$ cat src/hdl/bmkd_pkg.sv
package bmkd_pkg;

	localparam int KEY_BYTES_DEF = 32;
	localparam int INIT_LEN      = 32;
	localparam int MIX_STEPS     = 256;
	localparam logic [7:0] ROUND_COUNT_RST = 8'd10;

	// power-on contents of the mixing table
	localparam logic [7:0] INIT_TABLE [INIT_LEN] = '{
		8'd83,  8'd41,  8'd201, 8'd107, 8'd175, 8'd150, 8'd205, 8'd119,
		8'd188, 8'd140, 8'd154, 8'd210, 8'd72,  8'd30,  8'd194, 8'd189,
		8'd130, 8'd9,   8'd134, 8'd201, 8'd11,  8'd145, 8'd29,  8'd179,
		8'd192, 8'd0,   8'd125, 8'd209, 8'd184, 8'd132, 8'd207, 8'd219
	};

	// entries beyond the fixed table start at zero
	function automatic logic [7:0] init_byte(input logic [7:0] idx);
		logic [7:0] val;
		val = 8'd0;
		if (idx < 8'(INIT_LEN)) begin
			val = INIT_TABLE[idx[4:0]];
		end
		return val;
	endfunction

	typedef enum logic [3:0] {
		S_LOAD,
		S_P1_RD,
		S_P1_UPD,
		S_P2_RD,
		S_P2_UPD,
		S_P3_RD,
		S_P3_NXT,
		S_P3_UPD,
		S_OUT_RD,
		S_OUT_VALID
	} state_t;

	typedef struct packed {
		logic idx_clr;
		logic idx_inc;
		logic step_clr;
		logic step_inc;
		logic rnd_clr;
		logic rnd_inc;
		logic key_rd;
		logic mix_rd;
		logic mix_rd_next;
		logic hold_x;
		logic key_load;
		logic p1_upd;
		logic p2_upd;
		logic p3_upd;
		logic last_load;
	} cmd_t;

	typedef struct packed {
		logic idx_last;
		logic step_last;
		logic round_last;
		logic round_zero;
	} status_t;

endpackage

$ cat src/hdl/bmkd_ctrl.sv
module bmkd_ctrl (
	input  logic              clk,
	input  logic              arst_n,
	input  logic              in_valid,
	output logic              in_ready,
	output logic              out_valid,
	input  logic              out_ready,
	input  bmkd_pkg::status_t status,
	output bmkd_pkg::cmd_t    cmd
);

	bmkd_pkg::state_t state_q, state_nxt;

	always_ff @(posedge clk or negedge arst_n) begin
		if (!arst_n) begin
			state_q <= bmkd_pkg::S_LOAD;
		end else begin
			state_q <= state_nxt;
		end
	end

	always_comb begin
		state_nxt = state_q;
		cmd       = '0;
		in_ready  = 1'b0;
		out_valid = 1'b0;
		case (state_q)
			bmkd_pkg::S_LOAD: begin
				in_ready = 1'b1;
				if (in_valid) begin
					cmd.key_load = 1'b1;
					if (status.idx_last) begin
						cmd.idx_clr = 1'b1;
						cmd.rnd_clr = 1'b1;
						state_nxt   = status.round_zero ? bmkd_pkg::S_OUT_RD
						                                : bmkd_pkg::S_P1_RD;
					end else begin
						cmd.idx_inc = 1'b1;
					end
				end
			end
			bmkd_pkg::S_P1_RD: begin
				cmd.key_rd = 1'b1;
				cmd.mix_rd = 1'b1;
				state_nxt  = bmkd_pkg::S_P1_UPD;
			end
			bmkd_pkg::S_P1_UPD: begin
				cmd.p1_upd = 1'b1;
				if (status.idx_last) begin
					cmd.idx_clr  = 1'b1;
					cmd.step_clr = 1'b1;
					state_nxt    = bmkd_pkg::S_P2_RD;
				end else begin
					cmd.idx_inc = 1'b1;
					state_nxt   = bmkd_pkg::S_P1_RD;
				end
			end
			bmkd_pkg::S_P2_RD: begin
				cmd.mix_rd = 1'b1;
				state_nxt  = bmkd_pkg::S_P2_UPD;
			end
			bmkd_pkg::S_P2_UPD: begin
				cmd.p2_upd   = 1'b1;
				cmd.step_inc = 1'b1;
				if (status.step_last) begin
					cmd.idx_clr = 1'b1;
					state_nxt   = bmkd_pkg::S_P3_RD;
				end else begin
					cmd.idx_inc = 1'b1;
					state_nxt   = bmkd_pkg::S_P2_RD;
				end
			end
			bmkd_pkg::S_P3_RD: begin
				cmd.key_rd = 1'b1;
				cmd.mix_rd = 1'b1;
				state_nxt  = bmkd_pkg::S_P3_NXT;
			end
			bmkd_pkg::S_P3_NXT: begin
				cmd.hold_x      = 1'b1;
				cmd.mix_rd      = 1'b1;
				cmd.mix_rd_next = 1'b1;
				state_nxt       = bmkd_pkg::S_P3_UPD;
			end
			bmkd_pkg::S_P3_UPD: begin
				cmd.p3_upd = 1'b1;
				if (status.idx_last) begin
					cmd.idx_clr = 1'b1;
					if (status.round_last) begin
						state_nxt = bmkd_pkg::S_OUT_RD;
					end else begin
						cmd.rnd_inc = 1'b1;
						state_nxt   = bmkd_pkg::S_P1_RD;
					end
				end else begin
					cmd.idx_inc = 1'b1;
					state_nxt   = bmkd_pkg::S_P3_RD;
				end
			end
			bmkd_pkg::S_OUT_RD: begin
				cmd.key_rd    = 1'b1;
				cmd.last_load = 1'b1;
				state_nxt     = bmkd_pkg::S_OUT_VALID;
			end
			bmkd_pkg::S_OUT_VALID: begin
				out_valid = 1'b1;
				if (out_ready) begin
					if (status.idx_last) begin
						cmd.idx_clr = 1'b1;
						state_nxt   = bmkd_pkg::S_LOAD;
					end else begin
						cmd.idx_inc = 1'b1;
						state_nxt   = bmkd_pkg::S_OUT_RD;
					end
				end
			end
			default: begin
				state_nxt = bmkd_pkg::S_LOAD;
			end
		endcase
	end

endmodule

$ cat src/hdl/bmkd_datapath.sv
module bmkd_datapath #(
	parameter int KEY_BYTES = bmkd_pkg::KEY_BYTES_DEF
) (
	input  logic              clk,
	input  logic              arst_n,
	input  logic              cfg_wr_en,
	input  logic [7:0]        cfg_wr_data,
	input  logic [7:0]        key_byte,
	output logic [7:0]        derived_byte,
	output logic              last,
	input  bmkd_pkg::cmd_t    cmd,
	output bmkd_pkg::status_t status
);

	localparam int IW = $clog2(KEY_BYTES);

	logic [7:0]    round_count_q;
	logic [7:0]    rnd_q;
	logic [7:0]    step_q;
	logic [IW-1:0] idx_q;
	logic [IW-1:0] idx_nxt;
	logic          idx_last;

	logic [7:0]    sum_q;
	logic [7:0]    mix_x_q;
	logic [7:0]    mix_rd_q;
	logic [7:0]    key_rd_q;
	logic          last_q;

	logic [7:0]          key_mem [KEY_BYTES];
	logic [7:0]          mix_mem [KEY_BYTES];
	logic [KEY_BYTES-1:0] mix_vld_q;

	logic [IW-1:0] mix_ra;
	logic [7:0]    m_p1, m_p2, m_p3;
	logic          mix_we;
	logic [7:0]    mix_wd;
	logic          key_we;
	logic [7:0]    key_wd;

	assign idx_last = (idx_q == IW'(KEY_BYTES - 1));
	assign idx_nxt  = idx_last ? '0 : idx_q + 1'b1;
	assign mix_ra   = cmd.mix_rd_next ? idx_nxt : idx_q;

	assign status.idx_last   = idx_last;
	assign status.step_last  = (step_q == 8'(bmkd_pkg::MIX_STEPS - 1));
	assign status.round_last = ({1'b0, rnd_q} + 9'd1) == {1'b0, round_count_q};
	assign status.round_zero = (round_count_q == 8'd0);

	// per-pass arithmetic, all modulo 256
	assign m_p1 = mix_rd_q + key_rd_q;
	assign m_p2 = mix_rd_q + sum_q;
	assign m_p3 = mix_x_q + mix_rd_q + sum_q;

	always_comb begin
		mix_we = cmd.p1_upd | cmd.p2_upd | cmd.p3_upd;
		mix_wd = m_p3;
		if (cmd.p1_upd) begin
			mix_wd = m_p1;
		end else if (cmd.p2_upd) begin
			mix_wd = m_p2;
		end
		key_we = cmd.key_load | cmd.p3_upd;
		key_wd = cmd.key_load ? key_byte : (key_rd_q ^ m_p3);
	end

	always_ff @(posedge clk or negedge arst_n) begin
		if (!arst_n) begin
			round_count_q <= bmkd_pkg::ROUND_COUNT_RST;
			rnd_q         <= '0;
			step_q        <= '0;
			idx_q         <= '0;
			sum_q         <= '0;
			mix_vld_q     <= '0;
		end else begin
			if (cfg_wr_en) begin
				round_count_q <= cfg_wr_data;
			end
			if (cmd.rnd_clr) begin
				rnd_q <= '0;
			end else if (cmd.rnd_inc) begin
				rnd_q <= rnd_q + 8'd1;
			end
			if (cmd.step_clr) begin
				step_q <= '0;
			end else if (cmd.step_inc) begin
				step_q <= step_q + 8'd1;
			end
			if (cmd.idx_clr) begin
				idx_q <= '0;
			end else if (cmd.idx_inc) begin
				idx_q <= idx_nxt;
			end
			if (cmd.p1_upd) begin
				sum_q <= sum_q + m_p1;
			end else if (cmd.p2_upd) begin
				sum_q <= sum_q + m_p2;
			end else if (cmd.p3_upd) begin
				sum_q <= sum_q + m_p3 + 8'(idx_q);
			end
			if (mix_we) begin
				mix_vld_q[idx_q] <= 1'b1;
			end
		end
	end

	// table entries not yet written read back as their power-on value
	always_ff @(posedge clk) begin
		if (mix_we) begin
			mix_mem[idx_q] <= mix_wd;
		end
		if (cmd.mix_rd) begin
			mix_rd_q <= mix_vld_q[mix_ra] ? mix_mem[mix_ra] : bmkd_pkg::init_byte(8'(mix_ra));
		end
	end

	always_ff @(posedge clk) begin
		if (key_we) begin
			key_mem[idx_q] <= key_wd;
		end
		if (cmd.key_rd) begin
			key_rd_q <= key_mem[idx_q];
		end
	end

	always_ff @(posedge clk) begin
		if (cmd.hold_x) begin
			mix_x_q <= mix_rd_q;
		end
		if (cmd.last_load) begin
			last_q <= idx_last;
		end
	end

	assign derived_byte = key_rd_q;
	assign last         = last_q;

endmodule

$ cat src/hdl/byte_mixing_key_derivation_unit.sv
// Byte-mixing key derivation. Key bytes arrive one per transfer on the slave
// stream, byte zero first; one transfer per cycle while loading. After the
// last of KEY_BYTES bytes the unit runs round_count rounds (reset 10) and then
// sends the KEY_BYTES derived bytes on the master stream, tlast on the final
// one. tready stays low from the last key byte until the final derived byte
// is taken. The mixing table has a single read port with registered data, so
// each table update is split into a read state and an update state. A round
// is a table accumulate pass over the key bytes, 256 mixing steps and a
// keystream pass that reads two table entries per key byte. Zero rounds
// passes the key straight through. Mixing table and running sum carry over
// from one key to the next; the table starts from its fixed power-on
// contents through per-entry valid flags, so no clearing pass is needed
// after reset. round_count is written through cfg_wr_en/cfg_wr_data and is
// to be changed only while the unit is idle.
module byte_mixing_key_derivation_unit #(
	parameter int KEY_BYTES = bmkd_pkg::KEY_BYTES_DEF
) (
	input  logic       clk,
	input  logic       arst_n,
	// configuration: round_count
	input  logic       cfg_wr_en,
	input  logic [7:0] cfg_wr_data,
	// key byte stream
	input  logic       s_axis_tvalid,
	output logic       s_axis_tready,
	input  logic [7:0] s_axis_tdata,   // [7:0] key_byte
	// derived byte stream
	output logic       m_axis_tvalid,
	input  logic       m_axis_tready,
	output logic [7:0] m_axis_tdata,   // [7:0] derived_byte
	output logic       m_axis_tlast    // last
);

	bmkd_pkg::cmd_t    cmd;
	bmkd_pkg::status_t status;

	// sequencer: load, three passes per round, output
	bmkd_ctrl u_ctrl (
		.clk       (clk),
		.arst_n    (arst_n),
		.in_valid  (s_axis_tvalid),
		.in_ready  (s_axis_tready),
		.out_valid (m_axis_tvalid),
		.out_ready (m_axis_tready),
		.status    (status),
		.cmd       (cmd)
	);

	// key store, mixing table, running sum and counters
	bmkd_datapath #(
		.KEY_BYTES (KEY_BYTES)
	) u_datapath (
		.clk          (clk),
		.arst_n       (arst_n),
		.cfg_wr_en    (cfg_wr_en),
		.cfg_wr_data  (cfg_wr_data),
		.key_byte     (s_axis_tdata),
		.derived_byte (m_axis_tdata),
		.last         (m_axis_tlast),
		.cmd          (cmd),
		.status       (status)
	);

endmodule
$ cat config.mk
export PLATFORM = sky130hd
export DESIGN_NAME = byte_mixing_key_derivation_unit
export DESIGN_NICKNAME = d
export VERILOG_FILES = /design/src/hdl/bmkd_pkg.sv /design/src/hdl/bmkd_ctrl.sv /design/src/hdl/bmkd_datapath.sv /design/src/hdl/byte_mixing_key_derivation_unit.sv
export SDC_FILE = /design/constraint.sdc
export NUM_CORES = 1
export LEC_CHECK = 0
export ABC_CLOCK_PERIOD_IN_PS = 4180
export BUFFER_PORTS_ARGS = -buffer_cell sky130_fd_sc_hd__buf_2
export CAP_MARGIN = 10
export CELL_PAD_IN_SITES_DETAIL_PLACEMENT = 1
export CELL_PAD_IN_SITES_GLOBAL_PLACEMENT = 2
export CORE_ASPECT_RATIO = 1.75
export CORE_MARGIN = 4
export CORE_UTILIZATION = 42
export DETAILED_ROUTE_END_ITERATION = 10
export GPL_ROUTABILITY_DRIVEN = 0
export GPL_TIMING_DRIVEN = 0
export PLACE_DENSITY_LB_ADDON = 0.1
export SYNTH_ARGS = -nofsm -noshare
export SYNTH_HDL_FRONTEND = slang
export SYNTH_SLANG_ARGS = --single-unit
$ cat constraint.sdc
create_clock -name clk -period 4.18 [get_ports clk]
set_input_delay 0.836 -clock clk [delete_from_list [all_inputs] [get_ports clk]]
set_output_delay 0.836 -clock clk [all_outputs]
set_load 0.005 [all_outputs]
Yosys cells after proc, flatten, opt, wreduce, memory -nomap -nowiden --
Memories as Yosys holds them, arrays and structs flattened. A register that Yosys moved wholly into a read port is not among the register bits. Cells that the tools add are included.
Storage, ports and cells: bits in registers 90, latch bits 0, bits in writable memories 512, bits in read-only memories 256, input bits 21, output and inout port bits 11, memories 3
Cells by class: add/sub/neg operators 12, multipliers 0, div/mod/pow operators 0, magnitude comparators 4, equality and inequality tests 15, shift-type cells 0, multiplexer cells 59, bitwise logic cells 6, reduce and logical (&&, ||, !) cells 11
Memory list:
- (no name shown) | words 32, width 8, read ports 1, clocked after memory_dff 0, wr ports 0, RTL line bmkd_pkg.sv:21 | val = INIT_TABLE[idx[4:0]];
- u_datapath.key_mem | words 32, width 8, read ports 1, clocked after memory_dff 1, wr ports 1, RTL line bmkd_datapath.sv:30 | logic [7:0] key_mem [KEY_BYTES];
- u_datapath.mix_mem | words 32, width 8, read ports 1, clocked after memory_dff 0, wr ports 1, RTL line bmkd_datapath.sv:31 | logic [7:0] mix_mem [KEY_BYTES];
Operators with widths (number):
- 8-bit two-way mux | 13
- 8-bit adder | 7
- 4-bit one-hot mux with 10 select lines | 1
- 32-bit OR | 1
- 4-bit two-way mux | 7
- 1-bit two-way mux | 26
- 5-bit two-way mux | 4
- 8-bit by 1-bit adder with 8-bit output (second input constant) | 2
- 4-bit by 3-bit == test with 1-bit output (second input constant) | 4
- 5-bit by 6-bit less-than comparator with 1-bit output (second input constant) | 2
- 8-bit by 1-bit adder with 9-bit output (second input constant) | 1
- 9-bit by 8-bit == test with 1-bit output | 1
- 8-bit by 5-bit adder with 8-bit output | 1
- 4-bit by 2-bit == test with 1-bit output (second input constant) | 2
- 4-bit == test (second input constant) | 2
- 8-bit == test (second input constant) | 1
- 8-bit logical NOT | 1
- 2-bit two-way mux | 4
- 2-bit one-hot mux with 4 select lines | 1
- 8-bit XOR | 1
- 6-bit >= comparator (second input constant) | 1
- 5-bit inverter with 6-bit output | 1
- 2-bit nonzero test | 3
- 5-bit by 1-bit adder with 5-bit output (second input constant) | 1
- 16 further kinds | 19

Longest topological paths before layout --
Gate-level depths: netlist of run 1.
word-level depth 8, depth in mapped cells 18, depth with buffers taken out 17

By module --
A second synthesis of run 1 with hierarchy kept.
Second synthesis, totals: cell total of the unflattened synthesis 1839, area total of the unflattened synthesis 27206.1 µm²
By module, submodules not included:
- bmkd_datapath | instances 1, cells each 1774, area an instance 26716.9 µm², seq. area each 17854.6 µm²
- bmkd_ctrl | instances 1, cells each 65, area an instance 489.2 µm², seq. area each 100.1 µm²

Worst setup path after synthesis of run 1 --
No wires, ideal clock.
kind reg2reg, from register u_datapath.mix_rd_q[1], to register u_datapath.sum_q[7], setup time 0.087 ns, data arrival time 4.399 ns, data required time 4.093 ns, slack -0.306 ns, cell stages (with the launch flop) 18, period minus slack after synthesis 4.486 ns, path through edfxtp_1 fa_1 ha_1 inv_1 fa_1 xor2_1 fa_1 inv_1 ha_1 nor2b_1 o21ai_0 a21boi_0 or4b_2 nand3_1 xor3_1 o31ai_1 a31oi_1 o211ai_1
On the way: longest elaborated chain between the ends 7, elaborated cells on any way between the ends 11
Ends and longest elaborated chain:
- from (decl) | RTL line bmkd_datapath.sv:26 | logic [7:0] mix_rd_q;
- from (signal assigned) | RTL line bmkd_datapath.sv:113 | mix_rd_q <= mix_vld_q[mix_ra] ? mix_mem[mix_ra] : bmkd_pkg::init_byte(8'(mix_ra));
- 8-bit adder (2 in series) | RTL line bmkd_datapath.sv:53 | assign m_p3 = mix_x_q + mix_rd_q + sum_q;
- 8-bit adder | RTL line bmkd_datapath.sv:99 | sum_q <= sum_q + m_p3 + 8'(idx_q);
- 8-bit by 5-bit adder with 8-bit output | RTL line bmkd_datapath.sv:99
- 8-bit two-way mux | RTL line bmkd_datapath.sv:98 | end else if (cmd.p3_upd) begin
- 8-bit two-way mux | RTL line bmkd_datapath.sv:96 | end else if (cmd.p2_upd) begin
- 8-bit two-way mux * | RTL line bmkd_datapath.sv:94 | if (cmd.p1_upd) begin
- to (signal assigned) | RTL line bmkd_datapath.sv:95 | sum_q <= sum_q + m_p1;
- to (signal assigned) | RTL line bmkd_datapath.sv:97 | sum_q <= sum_q + m_p2;
- to (signal assigned) | RTL line bmkd_datapath.sv:99
- to (decl) | RTL line bmkd_datapath.sv:24 | logic [7:0] sum_q;
Mark *: on every way between the ends. The rest lies on a longest branch, timed or not. The select of a mux whose other input is x is not followed. A chain may end at the register's enable or synchronous reset.

Worst setup path in the final report of run 1 --
Same ends and word-level chain as after synthesis.

==> qor.txt, run 1 <==
outcome: finished, violations left
failing checks: negative setup slack
# setup viols final: 1
Max-Cap Viols: 0
CTS max path bufs: 3
main combinational cell family by area after synthesis: compound AO/OA/AOI/OAI gates
FF-to-FF setup slack: -160 ps
DRC: 0
CP arrival: 4890 ps
TritonRoute pass-1 iters: 5
Synth async-reset ratio: 0.1197
total number of yosys warnings: 0
Post-Syn Instances: 1,782
Compound-Gate Fraction of Synth Area: 0.1006
CTS tree: done
post-synthesis simple-gate area fraction: 0.06759
Tmin final: 4342 ps
most common cell after layout, fill and taps aside: edfxtp_1
Worst Path Required: 4730 ps
Fill cells: 6,108
CP Launch Type: flop
Area Overhead vs Synth: 16.62%
Worst Path Max Fanout: 3
row cnt: 122
Final WS setup: -162.2 ps
hold crit path type: primary input to async pin
Starting Density: 0.4234
Post-synth EDFFs: 537
CTS buffer count: 56
post-synthesis xor/xnor area fraction: 0.02517
most frequent cells in the layout: 537 x edfxtp_1, 113 x nor2_1, 102 x nand2_1
routed via count: 16,620
fraction of synthesized area in multiplexers: 0.07167
largest net degree at the start of global routing: 51
die area: 67,810 µm²
Post-DP HPWL: 62,020 µm
DR iter-0 viols: 1,199
clock skew: 30.90 ps
vias in the first global route: 18,030
Yosys reg bits: 610
Fin. Hold Viols: 0
share of post-route cells with drive strength above 1: 0.2287
Main synth FF type: edfxtp_1
Max Fclk: 0.2303 GHz
gr usage total: 0.2554
total core area: 63,040 µm²
antenna-violating nets left: 0
first-pass GRT wire length: 125,500 µm
measured slew at the worst slew-check pin: 1196 ps
PortBufs: 30
RSZ-0062 raised after global routing: yes
Slew Viols, Final: 0
die height: 341.5 µm
CTS Sinks: 610
worst r2r src: u_datapath.mix_rd_q[1]$_DFFE_PP_
Clock transition at path regs: 70 ps
WS Path Type: flop to flop
Die X: 198.6 µm
post-synth cell types: 80
area of the mapped netlist: 26,690 µm²
H-tree levels: 2
worst reg-to-reg path cell count: 17
sequential element share of the synthesized area: 0.6726
io pins: 32
gr ovfl total: 0
Final period util: 1.039
initial antenna violation count: 0
clock latency on the worst-skew pair: 650 ps
CTS root buf: clkbuf_16
DRT Wirelength: 86,700 µm
Post-Synth Adder-Cell Area: 0.03900
mean post-synth cell area: 14.98 µm²
r2r endpoint: u_datapath.sum_q[7]$_DFFE_PN0P_
# nets final: 2,021
Via density: 5.982
diodes inserted: 0
final hold slack: 106.2 ps
crit end category: flop
slew margin rel.: 0.1824
per-cell routed wire length: 31.21 µm
post-route setup TNS: -162.2 ps
Post-Syn Nets: 1,876
[timing repair]
| item | 4_1_cts | 5_1_grt |
|---|---|---|
| hold buffers | 0 | 0 |
| buffers inserted | 26 | 12 |
| cloned | 1 | 1 |
| pin swaps | 15 | 18 |
| hold endpoints to repair | 0 | 0 |
| gates resized for setup | 155 | 59 |
| setup endpoints to repair | 19 | 224 |
[area by class of cell]
class	count	area, µm²	area share
clock inverters	31	344.1	0.01105
flip-flops and latches	610	17960	0.5768
clock buffers	72	1461	0.04695
plain buffers	86	688.2	0.02211
inverters	53	219.0	0.007034
repair buffers	88	768.2	0.02468
repair inverters	1	5.005	0.0001608
multi-input cells	1031	8678	0.2788
well taps	806	1008	0.03240
[critical path, cell delays in order (launching register included)]
cell	delay [ps]
edfxtp_1	510
fa_1	560
ha_2	190
inv_2	40
fa_2	390
xor2_4	190
fa_1	520
inv_2	50
ha_4	230
nor2b_4	120
o21ai_2	140
a21boi_2	90
or4b_4	500
nand3_4	80
xor3_1	250
o31ai_2	180
a31oi_1	70
o211ai_1	110
[Yosys cell counts (4+ instances only)]
| master | instances | area share |
|---|---|---|
| nand2_1 | 104 | 0.015 |
| xor2_1 | 30 | 0.0098 |
| edfxtp_1 | 537 | 0.60 |
| o21ai_0 | 56 | 0.010 |
| mux4_2 | 64 | 0.054 |
| o22ai_1 | 9 | 0.0021 |
| o211ai_1 | 11 | 0.0031 |
| buf_2 | 26 | 0.0049 |
| nor2b_1 | 6 | 0.0014 |
| mux2i_1 | 23 | 0.0086 |
| a21oi_1 | 76 | 0.014 |
| xnor2_1 | 44 | 0.014 |
| or2_2 | 26 | 0.0061 |
| a31oi_1 | 8 | 0.0019 |
| nand3_1 | 57 | 0.011 |
| inv_1 | 51 | 0.0072 |
| and3_1 | 13 | 0.0030 |
| a222oi_1 | 16 | 0.0060 |
| buf_1 | 12 | 0.0017 |
| a311oi_1 | 4 | 0.0013 |
| a22oi_1 | 79 | 0.022 |
| mux2_2 | 17 | 0.0072 |
| nand2b_1 | 6 | 0.0014 |
| fa_1 | 17 | 0.013 |
| nand4_1 | 12 | 0.0028 |
| a32oi_1 | 23 | 0.0075 |
| clkbuf_1 | 43 | 0.0060 |
| buf_6 | 5 | 0.0021 |
| a21o_1 | 14 | 0.0039 |
| nor2_1 | 140 | 0.020 |
| a211oi_1 | 7 | 0.0020 |
| o21bai_1 | 10 | 0.0028 |
| nor4_1 | 6 | 0.0014 |
| o2111ai_1 | 6 | 0.0020 |
| nor3_1 | 10 | 0.0019 |
| dfrtp_1 | 71 | 0.067 |
| a221oi_1 | 12 | 0.0039 |
| ha_1 | 56 | 0.026 |
| o221ai_1 | 5 | 0.0016 |
| a221o_1 | 7 | 0.0026 |
[cell families (layout without fill, tap and decap cells)]
family                     count (synthesis)  count (layout)
adders and majority gates                 73              73
buffers and inverters                    141             331
and+or+nand+nor                          394             394
xor gates and xnor gates                  75              75
muxes                                    107             107
DFF                                      610             610
AOI/OAI and AO/OA                        382             382
[sequential cells by signal, summed over array words and instances (netlist names), 5 cells and up]
register / flops
u_datapath.key_mem: 256
u_datapath.mix_mem: 256
u_datapath.mix_vld_q: 32
u_datapath.derived_byte: 8
u_datapath.mix_rd_q: 8
u_datapath.mix_x_q: 8
u_datapath.rnd_q: 8
u_datapath.round_count_q: 8
u_datapath.step_q: 8
u_datapath.sum_q: 8
u_datapath.idx_q: 5
[worst max-delay path by stage]
stage,slack [ps],endpoint,cells past startpoint,from
finish,-160,u_datapath.sum_q[7]$_DFFE_PN0P_,17,u_datapath.mix_rd_q[1]$_DFFE_PP_
floorplan,30,u_datapath.mix_rd_q[2]$_DFFE_PP_,15,u_datapath.idx_q[0]$_DFFE_PN0P_
detailed placement,-2900,u_datapath.mix_rd_q[3]$_DFFE_PP_,15,u_datapath.idx_q[1]$_DFFE_PN0P_
global route,-380,u_datapath.sum_q[7]$_DFFE_PN0P_,17,u_datapath.mix_rd_q[1]$_DFFE_PP_
CTS,-220,u_datapath.sum_q[7]$_DFFE_PN0P_,17,u_datapath.mix_rd_q[1]$_DFFE_PP_
global placement,-2850,u_datapath.mix_rd_q[3]$_DFFE_PP_,15,u_datapath.idx_q[1]$_DFFE_PN0P_
[per-layer routing]
layer,vias up,routed length [µm],global-route usage
met1,8775,31530,0.2895
met2,408,48200,0.4842
met5,-,0,0
met3,172,2867,0.02926
met4,0,4108,0.09909
li1,7263,-,-
[through the flow]
stage,cells,cell area [µm²],utilization,setup WS (ps)
global placement,2618,27890,0.4423,-2846
detailed placement,2636,28240,0.4480,-2900
global route,2778,31130,0.4938,-379.4
finish,2778,31130,0.4938,-162.2
floorplan,1782,26730,-,26.57
CTS,2764,30820,0.4889,-220.7
Power of run 1 is not shown: default switching activity piles up to over one toggle a cycle in this logic, so the estimate is an artifact.
==> run 2, diff against run 1 <==
--- a/config.mk
+++ b/config.mk
@@ -16,7 +16,7 @@
 export DETAILED_ROUTE_END_ITERATION = 10
 export GPL_ROUTABILITY_DRIVEN = 0
 export GPL_TIMING_DRIVEN = 0
-export PLACE_DENSITY_LB_ADDON = 0.1
+export PLACE_DENSITY_LB_ADDON = 0.08
 export SYNTH_ARGS = -nofsm -noshare
 export SYNTH_HDL_FRONTEND = slang
 export SYNTH_SLANG_ARGS = --single-unit
==> qor.txt, run 2 (synthesis gave the netlist of run 1 again) <==
outcome: finished, violations left
failing checks: negative setup slack
measured slew at the worst slew-check pin: 1352 ps
CP arrival: 4890 ps
Max-Cap Viols: 0
CTS buffer count: 56
RSZ-0062 raised after global routing: yes
total core area: 63,040 µm²
Post-Layout Cell Count: 2,773
clock skew: 18.75 ps
Post-DP HPWL: 66,120 µm
CTS Sinks: 610
Clock transition at path regs: 70 ps
most frequent cells in the layout: 537 x edfxtp_1, 136 x nor2_1, 104 x nand2_1
first-pass GRT wire length: 129,000 µm
clock latency on the worst-skew pair: 640 ps
Die X: 198.6 µm
H-tree levels: 2
biggest regs: u_datapath.key_mem x256, u_datapath.mix_mem x256, u_datapath.mix_vld_q x32
CTS tree: done
DRT Wirelength: 90,370 µm
io pins: 32
die height: 341.5 µm
routed via count: 16,790
diodes inserted: 0
Worst Path Required: 4730 ps
Final period util: 1.039
CTS max path bufs: 3
worst r2r src: u_datapath.mix_rd_q[1]$_DFFE_PP_
Final WS setup: -164.3 ps
gr usage total: 0.2664
Critical path origin: u_datapath.mix_rd_q[1]$_DFFE_PP_
gr ovfl total: 0
crit end category: flop
PortBufs: 30
WS Path Type: flop to flop
final hold slack: 117.4 ps
Tmin final: 4344 ps
Fin. Hold Viols: 0
Fill cells: 6,085
Slew Viols, Final: 0
# setup viols final: 1
CP Launch Type: flop
placed insts: 2,643
Max Fclk: 0.2302 GHz
DRC: 0
vias in the first global route: 18,030
largest net degree at the start of global routing: 50
slew margin rel.: 0.09533
die area: 67,810 µm²
most common cell after layout, fill and taps aside: edfxtp_1
CTS root buf: clkbuf_16
met3 global-route usage: 0.03260
Via density: 6.055
hold crit path type: primary input to async pin
DR iter-0 viols: 1,268
Worst Path Max Fanout: 3
row cnt: 122
# nets final: 2,013
antenna-violating nets left: 0
TritonRoute pass-1 iters: 5
per-cell routed wire length: 32.59 µm
post-layout util: 0.4917
share of post-route cells with drive strength above 1: 0.2125
GR Util met2: 0.5125
Area Overhead vs Synth: 16.13%
Starting Density: 0.4234
GR Util met1: 0.2761
grt peak-use layer: met2
initial antenna violation count: 1
[run 2: cell count changes in the layout (fill, tap and decap cells not counted), moves of 4 or more]
cell / previous run / this run
buf_6: 19 / 25
clkinv_2: 15 / 7
nor2_1: 113 / 136
buf_12: 10 / 3
nor2_2: 26 / 4
o21ai_2: 7 / 3
buf_4: 48 / 43
clkbuf_8: 2 / 6
[run 2: path summary, 6_finish.rpt]
kind                                                           end  slack (ps)  cells past startpoint
setup / recovery                   u_datapath.sum_q[7]$_DFFE_PN0P_        -160                     17
hold / removal                       u_ctrl.state_q[1]$_DFFE_PN0P_         120                      1
setup reg to reg                   u_datapath.sum_q[7]$_DFFE_PN0P_        -160                     17
hold reg to reg               u_datapath.mix_vld_q[11]$_DFFE_PN0N_         460                      2
max in group asynchronous          u_datapath.sum_q[1]$_DFFE_PN0P_        3380                      2
min in group clk           u_datapath.round_count_q[5]$_DFFE_PN0P_         440                      2
[run 2: critical path, stage by stage (launching register included)]
cell and delay [ps]:
edfxtp_1 480, fa_1 560, ha_2 190, inv_2 40
fa_2 380, xor2_4 230, fa_1 460, inv_2 80
ha_4 190, nor2b_4 130, o21ai_4 150, a21boi_2 90
or4b_4 530, nand3_4 80, xor3_1 230, o31ai_1 250
a31oi_1 80, o211ai_1 110
[run 2: timing repair]
action                                 in CTS  in global routing
hold buffers                                0                  0
pin swaps                                  21                  8
endpoints found under the hold margin       0                  0
setup endpoints to repair                  46                 42
gates resized for setup                   111                 47
setup buffers                              15                  6
[run 2: metrics by stage]
step,setup TNS [ps],area [µm²],setup WS (ps)
2_1_floorplan,0,26730,26.57
3_3_place_gp,-685990,27890,-2229
3_5_place_dp,-20270,28300,-2335
4_1_cts,-349.5,30730,-251.8
5_1_grt,-370.0,31000,-341.5
6_report,-164.3,31000,-164.3
[run 2: area by class of cell]
type / count / area [µm²] / share of cell area
sequential: 610 / 17960 / 0.5792
timing repair buffer: 81 / 680.7 / 0.02196
clock buffer: 76 / 1579 / 0.05093
multi-input combinational: 1031 / 8581 / 0.2768
buffer: 86 / 601.8 / 0.01941
inverter: 53 / 207.7 / 0.006700
clock inverter: 30 / 386.6 / 0.01247
tap: 806 / 1008 / 0.03253
[run 2: layer usage]
layer  vias up  wire, µm
met5         -         0
met4         0      5978
met3       204      3061
met2       486     51000
met1      8851     30330
li1       7249         -
Power of run 2 is left out for the same reason.
